### src/rtl/crf_pkg.sv
// shared types and constants for the coordinate ring fifo
// used by crf_ctrl, crf_dp and coordinate_ring_fifo; depends on nothing else
package crf_pkg;

  // item kinds carried on the slave-side tuser
  typedef enum logic [1:0] {
    KIND_PUSH        = 2'd0,
    KIND_POP         = 2'd1,
    KIND_READ_AT     = 2'd2,
    KIND_READ_NEWEST = 2'd3
  } kind_t;

  // result status codes
  typedef enum logic [1:0] {
    STAT_OK    = 2'd0,
    STAT_FULL  = 2'd1,
    STAT_EMPTY = 2'd2,
    STAT_RANGE = 2'd3
  } status_t;

  // controller states
  typedef enum logic {
    CS_IDLE   = 1'b0,
    CS_FINISH = 1'b1
  } ctrl_state_t;

  // commands from controller to datapath
  typedef struct packed {
    logic start;     // item accepted: update pointers, issue slot read, stage result
    logic load_out;  // move the staged result into the output register
  } cmd_t;

  // pair returned by an out-of-range read
  localparam logic signed [15:0] SENTINEL = 16'sd1000;

  // packed widths of the stream payloads
  localparam int unsigned IN_DATA_W  = 40;
  localparam int unsigned OUT_DATA_W = 40;
  localparam int unsigned KIND_W     = 2;
  localparam int unsigned POS_W      = 7;
  localparam int unsigned COUNT_W    = 6;

endpackage

### src/rtl/crf_ctrl.sv
// controller state machine for the coordinate ring fifo
// sequences accept, result staging and output hand-off; uses crf_pkg
module crf_ctrl (
  input  logic          clk,
  input  logic          rst,
  input  logic          in_valid,
  output logic          in_ready,
  output logic          out_valid,
  input  logic          out_ready,
  output crf_pkg::cmd_t cmd
);
  import crf_pkg::*;

  ctrl_state_t state, state_next;
  logic        out_valid_next;

  // state and output valid registers
  always_ff @(posedge clk) begin
    if (rst) begin
      state     <= CS_IDLE;
      out_valid <= 1'b0;
    end else begin
      state     <= state_next;
      out_valid <= out_valid_next;
    end
  end

  // next state and commands
  always_comb begin
    state_next     = state;
    in_ready       = 1'b0;
    cmd.start      = 1'b0;
    cmd.load_out   = 1'b0;
    out_valid_next = out_valid && !out_ready;
    case (state)
      CS_IDLE: begin
        in_ready = 1'b1;
        if (in_valid) begin
          cmd.start  = 1'b1;
          state_next = CS_FINISH;
        end
      end
      CS_FINISH: begin
        // staged result waits here until the output register is free
        if (!out_valid || out_ready) begin
          cmd.load_out   = 1'b1;
          out_valid_next = 1'b1;
          state_next     = CS_IDLE;
        end
      end
      default: begin
        state_next = CS_IDLE;
      end
    endcase
  end

endmodule

### src/rtl/crf_dp.sv
// datapath for the coordinate ring fifo: slot memory, pointers, count,
// result staging and output register; uses crf_pkg, driven by crf_ctrl
module crf_dp #(
  parameter int unsigned DEPTH = 64
) (
  input  logic                             clk,
  input  logic                             rst,
  input  crf_pkg::cmd_t                    cmd,
  input  logic [crf_pkg::KIND_W-1:0]       in_kind,
  input  logic signed [15:0]               in_x,
  input  logic signed [15:0]               in_y,
  input  logic [crf_pkg::POS_W-1:0]        in_pos,
  output logic signed [15:0]               out_x,
  output logic signed [15:0]               out_y,
  output logic [1:0]                       out_status,
  output logic [crf_pkg::COUNT_W-1:0]      out_count
);
  import crf_pkg::*;

  localparam int unsigned AW = $clog2(DEPTH);
  localparam int unsigned NW = (AW > POS_W) ? AW : POS_W;
  localparam logic [AW-1:0] LAST_SLOT = AW'(DEPTH - 1);
  localparam logic [AW:0]   DEPTH_W   = (AW + 1)'(DEPTH);

  // slot memory: x in the low half, y in the high half
  logic [31:0] mem [DEPTH];
  logic [31:0] rdata;

  logic [AW-1:0] wr_ptr, rd_ptr, cnt;
  logic [AW-1:0] wr_ptr_next, rd_ptr_next, cnt_next;

  // staged result of the item in flight
  status_t              st_status;
  logic [COUNT_W-1:0]   st_count;
  logic                 st_is_read;

  kind_t         kind;
  status_t       status_next;
  logic          is_read, in_range, wr_en, rd_en;
  logic [NW-1:0] n_sel;
  logic [AW:0]   idx_sum;
  logic [AW-1:0] rd_idx;
  logic [AW+COUNT_W-1:0] cnt_ext;

  assign kind = kind_t'(in_kind);

  // per-kind pointer, count and status update
  always_comb begin
    wr_ptr_next = wr_ptr;
    rd_ptr_next = rd_ptr;
    cnt_next    = cnt;
    status_next = STAT_OK;
    wr_en       = 1'b0;
    rd_en       = 1'b0;
    is_read     = 1'b0;
    n_sel       = (kind == KIND_READ_AT) ? NW'(in_pos) : NW'(cnt);
    in_range    = (n_sel != '0) && (n_sel <= NW'(cnt));
    // slot of the n-th oldest entry, wrapped once
    idx_sum     = {1'b0, rd_ptr} + (AW + 1)'(n_sel - NW'(1));
    rd_idx      = (idx_sum >= DEPTH_W) ? AW'(idx_sum - DEPTH_W) : idx_sum[AW-1:0];
    case (kind)
      KIND_PUSH: begin
        if (cnt == LAST_SLOT) begin
          status_next = STAT_FULL;
        end else begin
          wr_en       = 1'b1;
          wr_ptr_next = (wr_ptr == LAST_SLOT) ? '0 : wr_ptr + AW'(1);
          cnt_next    = cnt + AW'(1);
        end
      end
      KIND_POP: begin
        if (cnt == '0) begin
          status_next = STAT_EMPTY;
        end else begin
          rd_ptr_next = (rd_ptr == LAST_SLOT) ? '0 : rd_ptr + AW'(1);
          cnt_next    = cnt - AW'(1);
        end
      end
      default: begin
        is_read = 1'b1;
        if (in_range) begin
          rd_en = 1'b1;
        end else begin
          status_next = STAT_RANGE;
        end
      end
    endcase
  end

  assign cnt_ext = {{COUNT_W{1'b0}}, cnt_next};

  // pointer and count registers
  always_ff @(posedge clk) begin
    if (rst) begin
      wr_ptr <= '0;
      rd_ptr <= '0;
      cnt    <= '0;
    end else if (cmd.start) begin
      wr_ptr <= wr_ptr_next;
      rd_ptr <= rd_ptr_next;
      cnt    <= cnt_next;
    end
  end

  // memory write port
  always_ff @(posedge clk) begin
    if (cmd.start && wr_en) begin
      mem[wr_ptr] <= {in_y, in_x};
    end
  end

  // memory read port, registered
  always_ff @(posedge clk) begin
    if (cmd.start && rd_en) begin
      rdata <= mem[rd_idx];
    end
  end

  // result staging
  always_ff @(posedge clk) begin
    if (cmd.start) begin
      st_status  <= status_next;
      st_count   <= cnt_ext[COUNT_W-1:0];
      st_is_read <= is_read;
    end
  end

  // output register
  always_ff @(posedge clk) begin
    if (cmd.load_out) begin
      out_status <= st_status;
      out_count  <= st_count;
      if (st_is_read && st_status == STAT_OK) begin
        out_x <= rdata[15:0];
        out_y <= rdata[31:16];
      end else if (st_status == STAT_RANGE) begin
        out_x <= SENTINEL;
        out_y <= SENTINEL;
      end else begin
        out_x <= '0;
        out_y <= '0;
      end
    end
  end

endmodule

### src/rtl/coordinate_ring_fifo.sv
// top level of the coordinate ring fifo: stream ports, controller and datapath
// depends on crf_pkg, crf_ctrl and crf_dp
//
// A ring of DEPTH slots holding signed 16-bit (x,y) pairs, DEPTH-1 of them
// usable. Each beat in carries a kind on s_axis_tuser: push, pop oldest, read
// at a one-based position from the oldest, or read newest; each gives exactly
// one beat out with the pair read (zero for push and pop, 1000 for a read out
// of range), a status and the entry count after the item, masked to 6 bits.
// An accepted item has its slot read and its result staged in registers, and
// the staged result then enters the output register, so the block takes no
// new item until that is done; the slot memory has a registered read port.
// s_axis_tready is low in the cycle after each accept, and stays low while a
// finished result waits for a full output register to drain.
// The slot memory is not cleared after reset: it needs no clearing pass, as
// only written slots are ever read.
module coordinate_ring_fifo #(
  parameter int unsigned DEPTH = 64
) (
  input  logic                               clk,
  input  logic                               rst,
  input  logic                               s_axis_tvalid,
  output logic                               s_axis_tready,
  // coord_x [15:0], coord_y [31:16], position [38:32], zero [39]
  input  logic [crf_pkg::IN_DATA_W-1:0]      s_axis_tdata,
  // kind [1:0]
  input  logic [crf_pkg::KIND_W-1:0]         s_axis_tuser,
  output logic                               m_axis_tvalid,
  input  logic                               m_axis_tready,
  // out_x [15:0], out_y [31:16], status [33:32], count [39:34]
  output logic [crf_pkg::OUT_DATA_W-1:0]     m_axis_tdata
);
  import crf_pkg::*;

  localparam int unsigned AW = $clog2(DEPTH);
  localparam logic [AW+COUNT_W-1:0] FULL_EXT = (AW + COUNT_W)'(DEPTH - 1);
  localparam logic [COUNT_W-1:0]    FULL_CNT = FULL_EXT[COUNT_W-1:0];

  cmd_t               cmd;
  logic signed [15:0] out_x, out_y;
  logic [1:0]         out_status;
  logic [COUNT_W-1:0] out_count;

  // control
  crf_ctrl u_ctrl (
    .clk       (clk),
    .rst       (rst),
    .in_valid  (s_axis_tvalid),
    .in_ready  (s_axis_tready),
    .out_valid (m_axis_tvalid),
    .out_ready (m_axis_tready),
    .cmd       (cmd)
  );

  // datapath
  crf_dp #(
    .DEPTH (DEPTH)
  ) u_dp (
    .clk        (clk),
    .rst        (rst),
    .cmd        (cmd),
    .in_kind    (s_axis_tuser),
    .in_x       (s_axis_tdata[15:0]),
    .in_y       (s_axis_tdata[31:16]),
    .in_pos     (s_axis_tdata[38:32]),
    .out_x      (out_x),
    .out_y      (out_y),
    .out_status (out_status),
    .out_count  (out_count)
  );

  assign m_axis_tdata = {out_count, out_status, out_y, out_x};

  // one item at a time: no accept in the cycle after an accept
  a_one_in_flight: assert property (@(posedge clk) disable iff (rst)
    s_axis_tvalid && s_axis_tready |=> !s_axis_tready)
    else $error("item accepted while the previous one was in flight");

  // a dropped push is only reported with the ring full
  a_full_count: assert property (@(posedge clk) disable iff (rst)
    m_axis_tvalid && m_axis_tdata[33:32] == STAT_FULL |->
      m_axis_tdata[39:34] == FULL_CNT)
    else $error("full status with a count below capacity");

  // out-of-range reads carry the sentinel pair
  a_range_sentinel: assert property (@(posedge clk) disable iff (rst)
    m_axis_tvalid && m_axis_tdata[33:32] == STAT_RANGE |->
      m_axis_tdata[15:0] == SENTINEL && m_axis_tdata[31:16] == SENTINEL)
    else $error("out-of-range read without the sentinel pair");

  // an empty pop reports a zero count
  a_empty_count: assert property (@(posedge clk) disable iff (rst)
    m_axis_tvalid && m_axis_tdata[33:32] == STAT_EMPTY |->
      m_axis_tdata[39:34] == '0)
    else $error("empty status with a nonzero count");

endmodule
### config.mk
export PLATFORM = sky130hd
export DESIGN_NAME = coordinate_ring_fifo
export DESIGN_NICKNAME = d
export VERILOG_FILES = /design/src/rtl/crf_pkg.sv /design/src/rtl/crf_ctrl.sv /design/src/rtl/crf_dp.sv /design/src/rtl/coordinate_ring_fifo.sv
export SDC_FILE = /design/constraint.sdc
export NUM_CORES = 2
export LEC_CHECK = 0
export BUFFER_PORTS_ARGS = -buffer_cell sky130_fd_sc_hd__buf_2
export CAP_MARGIN = 20
export CORE_UTILIZATION = 45
export CTS_CLUSTER_SIZE = 30
export DETAILED_ROUTE_END_ITERATION = 8
export PLACE_DENSITY_LB_ADDON = 0.08
export SETUP_SLACK_MARGIN = 0.5
export SYNTH_ARGS = -nofsm -noshare
export SYNTH_HDL_FRONTEND = slang
export SYNTH_HIERARCHICAL = 1
export SYNTH_SLANG_ARGS = --single-unit
### constraint.sdc
create_clock -name clk -period 6.5 [get_ports clk]
set_clock_uncertainty 0.15 [all_clocks]
set_input_delay 0.975 -clock clk [delete_from_list [all_inputs] [get_ports clk]]
set_output_delay 0.975 -clock clk [all_outputs]
set_load 0.05 [all_outputs]
==> flow_metrics.env <==
export IMPL_hold_buffers=0
export IMPL_dp_slack_ns=0.8000
export IMPL_ys_ff_latch=2149
export IMPL_max_stage_delay_ns=0.99
export IMPL_register_area_um2=64330
export IMPL_track_usage_pct=22.34
export IMPL_cpMostUsedCell="inv_1"
export IMPL_worstMarginPinSlew_ns=1.225
export IMPL_slew_viol_final=0
export IMPL_p_leak_uw=0.02927
export IMPL_yosysMostFrequentCell="edfxtp_1"
export IMPL_min_to="u_dp/out_count[5]"
export IMPL_die_x_um=430.9
export IMPL_place_hpwl_um=115200
export IMPL_gp_congestion=0.8218
export IMPL_die_h_um=430.9
export IMPL_hold_depth=0
export IMPL_cts_tree="built"
export IMPL_finalSetupViolCount=0
export IMPL_swShare_pct=25.15
export IMPL_setup_worst_path_class="in -> reg"
export IMPL_vias_per_cell=5.941
export IMPL_max_freq_mhz=206.4
export IMPL_cp_data_required_time_ns=7.05
export IMPL_cts_setup_buffers=0
export IMPL_drv_cap=0
export IMPL_area_delta_synth_final_pct=14.48
export IMPL_synth_edf_count=2129
export IMPL_netlist_area_um2=82800
export IMPL_timing_reg2reg_worst_path_depth=14
export IMPL_nets=3935
export IMPL_syn_nets=3667
export IMPL_start_kind="input pin"
export IMPL_rows=157
export IMPL_core_area_um2=182900
export IMPL_hp_class="reg -> reg"
export IMPL_start_util_pct=45.27
export IMPL_p_sw_uw=8190
export IMPL_synth_top_family_by_area="multiplexers"
export IMPL_p_int_uw=24370
export IMPL_cp_end_kind="register"
export IMPL_htree_num_levels=4
export IMPL_ys_async_sr_fraction_pct=0
export IMPL_reg2reg_slack_ns=1.68
export IMPL_final_layout_size_suffix_gt1_share_pct=29.86
export IMPL_synth_common_cells="2,129 x edfxtp_1, 593 x mux4_2, 121 x nand3_1"
export IMPL_cts_buffer_depth=3
export IMPL_grt_first_pass_wirelength_um=292800
export IMPL_pwr_share_clk_pct=36.8
export IMPL_path_max_fanout=60
export IMPL_multi_input_area_um2=17980
export IMPL_worst_endpoint_arrival_ns=5.40
export IMPL_grt_antenna_before_repair=16
export IMPL_pin_count=88
export IMPL_synth_area_leader_cell="edfxtp_1"
export IMPL_seq_power_share_pct=47.3
export IMPL_synth_distinct_cells=53
export IMPL_layout_setup_ws_ns=1.655
export IMPL_cts_root_buf="clkbuf_16"
export IMPL_regToRegEndpoint="u_dp/rdata[28]"
export IMPL_crit_reg2reg_launch="u_dp/cnt[1]"
export IMPL_synth_mux_area_share_pct=16.73
export IMPL_port_buffers=86
export IMPL_outcome="completed"
export IMPL_synth_ff_type="edfxtp_1"
export IMPL_min_from="u_dp/st_count[5]"
export IMPL_cts_repair_resize_count=0
export IMPL_yosysSeqAreaShare_pct=77.70
export IMPL_vias=38680
export IMPL_clkSinkCount=2149
export IMPL_clkLatencyLatePin_ns=0.84
export IMPL_ir_drop_uv=275.8
export IMPL_synth_compound_area_share_pct=1.387
export IMPL_synthSimpleGateAreaFrac_pct=2.333
export IMPL_min_period_ns=4.845
export IMPL_fin_crit_sh_pct=74.55
export IMPL_drcViolationCount=0
export IMPL_drt_pass1_iter_count=9
export IMPL_wire_per_inst_um=31.53
export IMPL_syn_inst=3600
export IMPL_hold_viol=0
export IMPL_fin_tns_setup_ns=0
export IMPL_synthAdderAreaFrac_pct=0.3264
export IMPL_die_area_um2=185700
export IMPL_grt_pass1_vias=40100
export IMPL_yosys_warnings=6
export IMPL_totalWireLength_um=205200
export IMPL_combPwrFrac_pct=15.9
export IMPL_relSlewSlack_pct=16.22
export IMPL_clk_pin_slew_worst_paths_ns=0.06
export IMPL_rsz0062_at_grt="no"
export IMPL_synth_top_area_share_pct=77.22
export IMPL_drt_iter0_drc=4129
export IMPL_fillCellCount=14080
export IMPL_power_density_nw_per_um2=343.5
export IMPL_synth_xor_area_share_pct=0.2342
export IMPL_critPathSlowestCell="a2111oi_1"
export IMPL_grt_max_degree=108
export IMPL_yosys_top_cells_area="edfxtp_1 77%, mux4_2 16%, nand3_1 0.73%"
export IMPL_avgSynthCellArea_um2=23.00
export IMPL_numCtsBuffers=215
export IMPL_grt_overflow_total=0
export IMPL_postRouteAntennaNets=0
export IMPL_path_cells="buf_2 > nor2b_4 > nor2_1 > a21o_1 > inv_1 > ha_1 > inv_1 > ha_4 > inv_1 > fa_4 > buf_12 > mux4_2 > mux2i_1 > a2111oi_1 > or4_1"
metrics by stage:
step                      power [µW]  instances  cell area, µm²  utilization, %  hold slack (ns)
after floorplan                18940       3600           82800               -           0.2503
after global placement         20820       6086           87410           47.80           0.2535
after detailed placement       20880       6086           87410           47.80           0.2545
after CTS                      32840       6480           94180           51.50           0.2487
after global routing           33660       6510           94790           51.83           0.2426
final                          32560       6510           94790           51.83           0.2691
power groups by stage:
stage	clock network [µW]	registers [µW]	logic, µW
after floorplan	0	15700	3230
after global placement	0	15700	5130
after detailed placement	0	15700	5190
after CTS	12200	15400	5200
after global routing	12800	15400	5520
final	12000	15400	5190
worst max-delay path, delay by kind of cell:
kind	cells	cell delay, ns
mux	2	0.36
simple gates	3	0.65
fa+ha+maj	3	1.32
compound gates	2	1.18
buf+inv	5	0.80
worst max-delay path by stage:
stage               startpoint             end  slack, ns  cells past startpoint
2_1_floorplan  s_axis_tuser[0]  u_dp/rdata[14]       1.48                     20
3_3_place_gp   s_axis_tuser[1]  u_dp/rdata[13]       0.77                     18
3_5_place_dp   s_axis_tuser[1]  u_dp/rdata[13]       0.80                     18
4_1_cts            u_dp/cnt[1]  u_dp/rdata[13]       1.70                     17
5_1_grt            u_dp/cnt[1]  u_dp/rdata[21]       1.42                     15
6_report       s_axis_tuser[1]  u_dp/rdata[28]       1.65                     15
layer usage:
layer / vias up / GRT usage (%) / share of wire, %
met4: 2 / 4.994 / 1.8
met3: 271 / 3.296 / 5.5
li1: 15910 / - / -
met2: 1260 / 36.44 / 49
met5: - / 0 / 0.0039
met1: 21240 / 32.10 / 43
layout by cell type, fill, tap and decap left out, types with 19 or more instances in the layout:
cell type	count
and2_1	22
mux2i_1	48
buf_2	86
buf_4	106
nand2_1	26
clkinv_1	54
bufinv_16	19
a21oi_1	45
nor2_1	27
nor2_4	65
inv_1	29
a21o_1	19
a211oi_1	50
clkbuf_1	63
nand4_1	27
dfxtp_1	20
mux4_2	593
clkbuf_16	215
nand3_1	121
buf_12	60
edfxtp_1	2129
nor2b_1	50
cell type report:
class / count / area share [%]
diodes: 1 / 0.002640
well taps: 2464 / 3.253
inverters: 29 / 0.1148
flip-flops and latches: 2149 / 67.87
repair buffers: 255 / 2.648
multi-input cells: 1218 / 18.97
clock buffers: 278 / 5.926
clock inverters: 116 / 1.217
cells by family after synthesis:
logic type,count (synthesis)
AOI/OAI and AO/OA,165
xor gates and xnor gates,17
adders and majority gates,21
buffers and inverters,233
DFF,2149
muxes,642
and+or+nand+nor,373
registers in the layout (all words and copies together), names as in the netlist:
signal and flops:
u_dp/st_count 6, u_dp/st_is_read 1, u_dp/wr_ptr 6, u_ctrl/state 1, u_dp/mem 2048, u_ctrl/out_valid 1, u_dp/rdata 32, u_dp/out_y 16
u_dp/rd_ptr 6, u_dp/out_x 16, u_dp/cnt 6, u_dp/out_count 6, u_dp/st_status 2, u_dp/out_status 2
(Power assumes the default switching activity.)
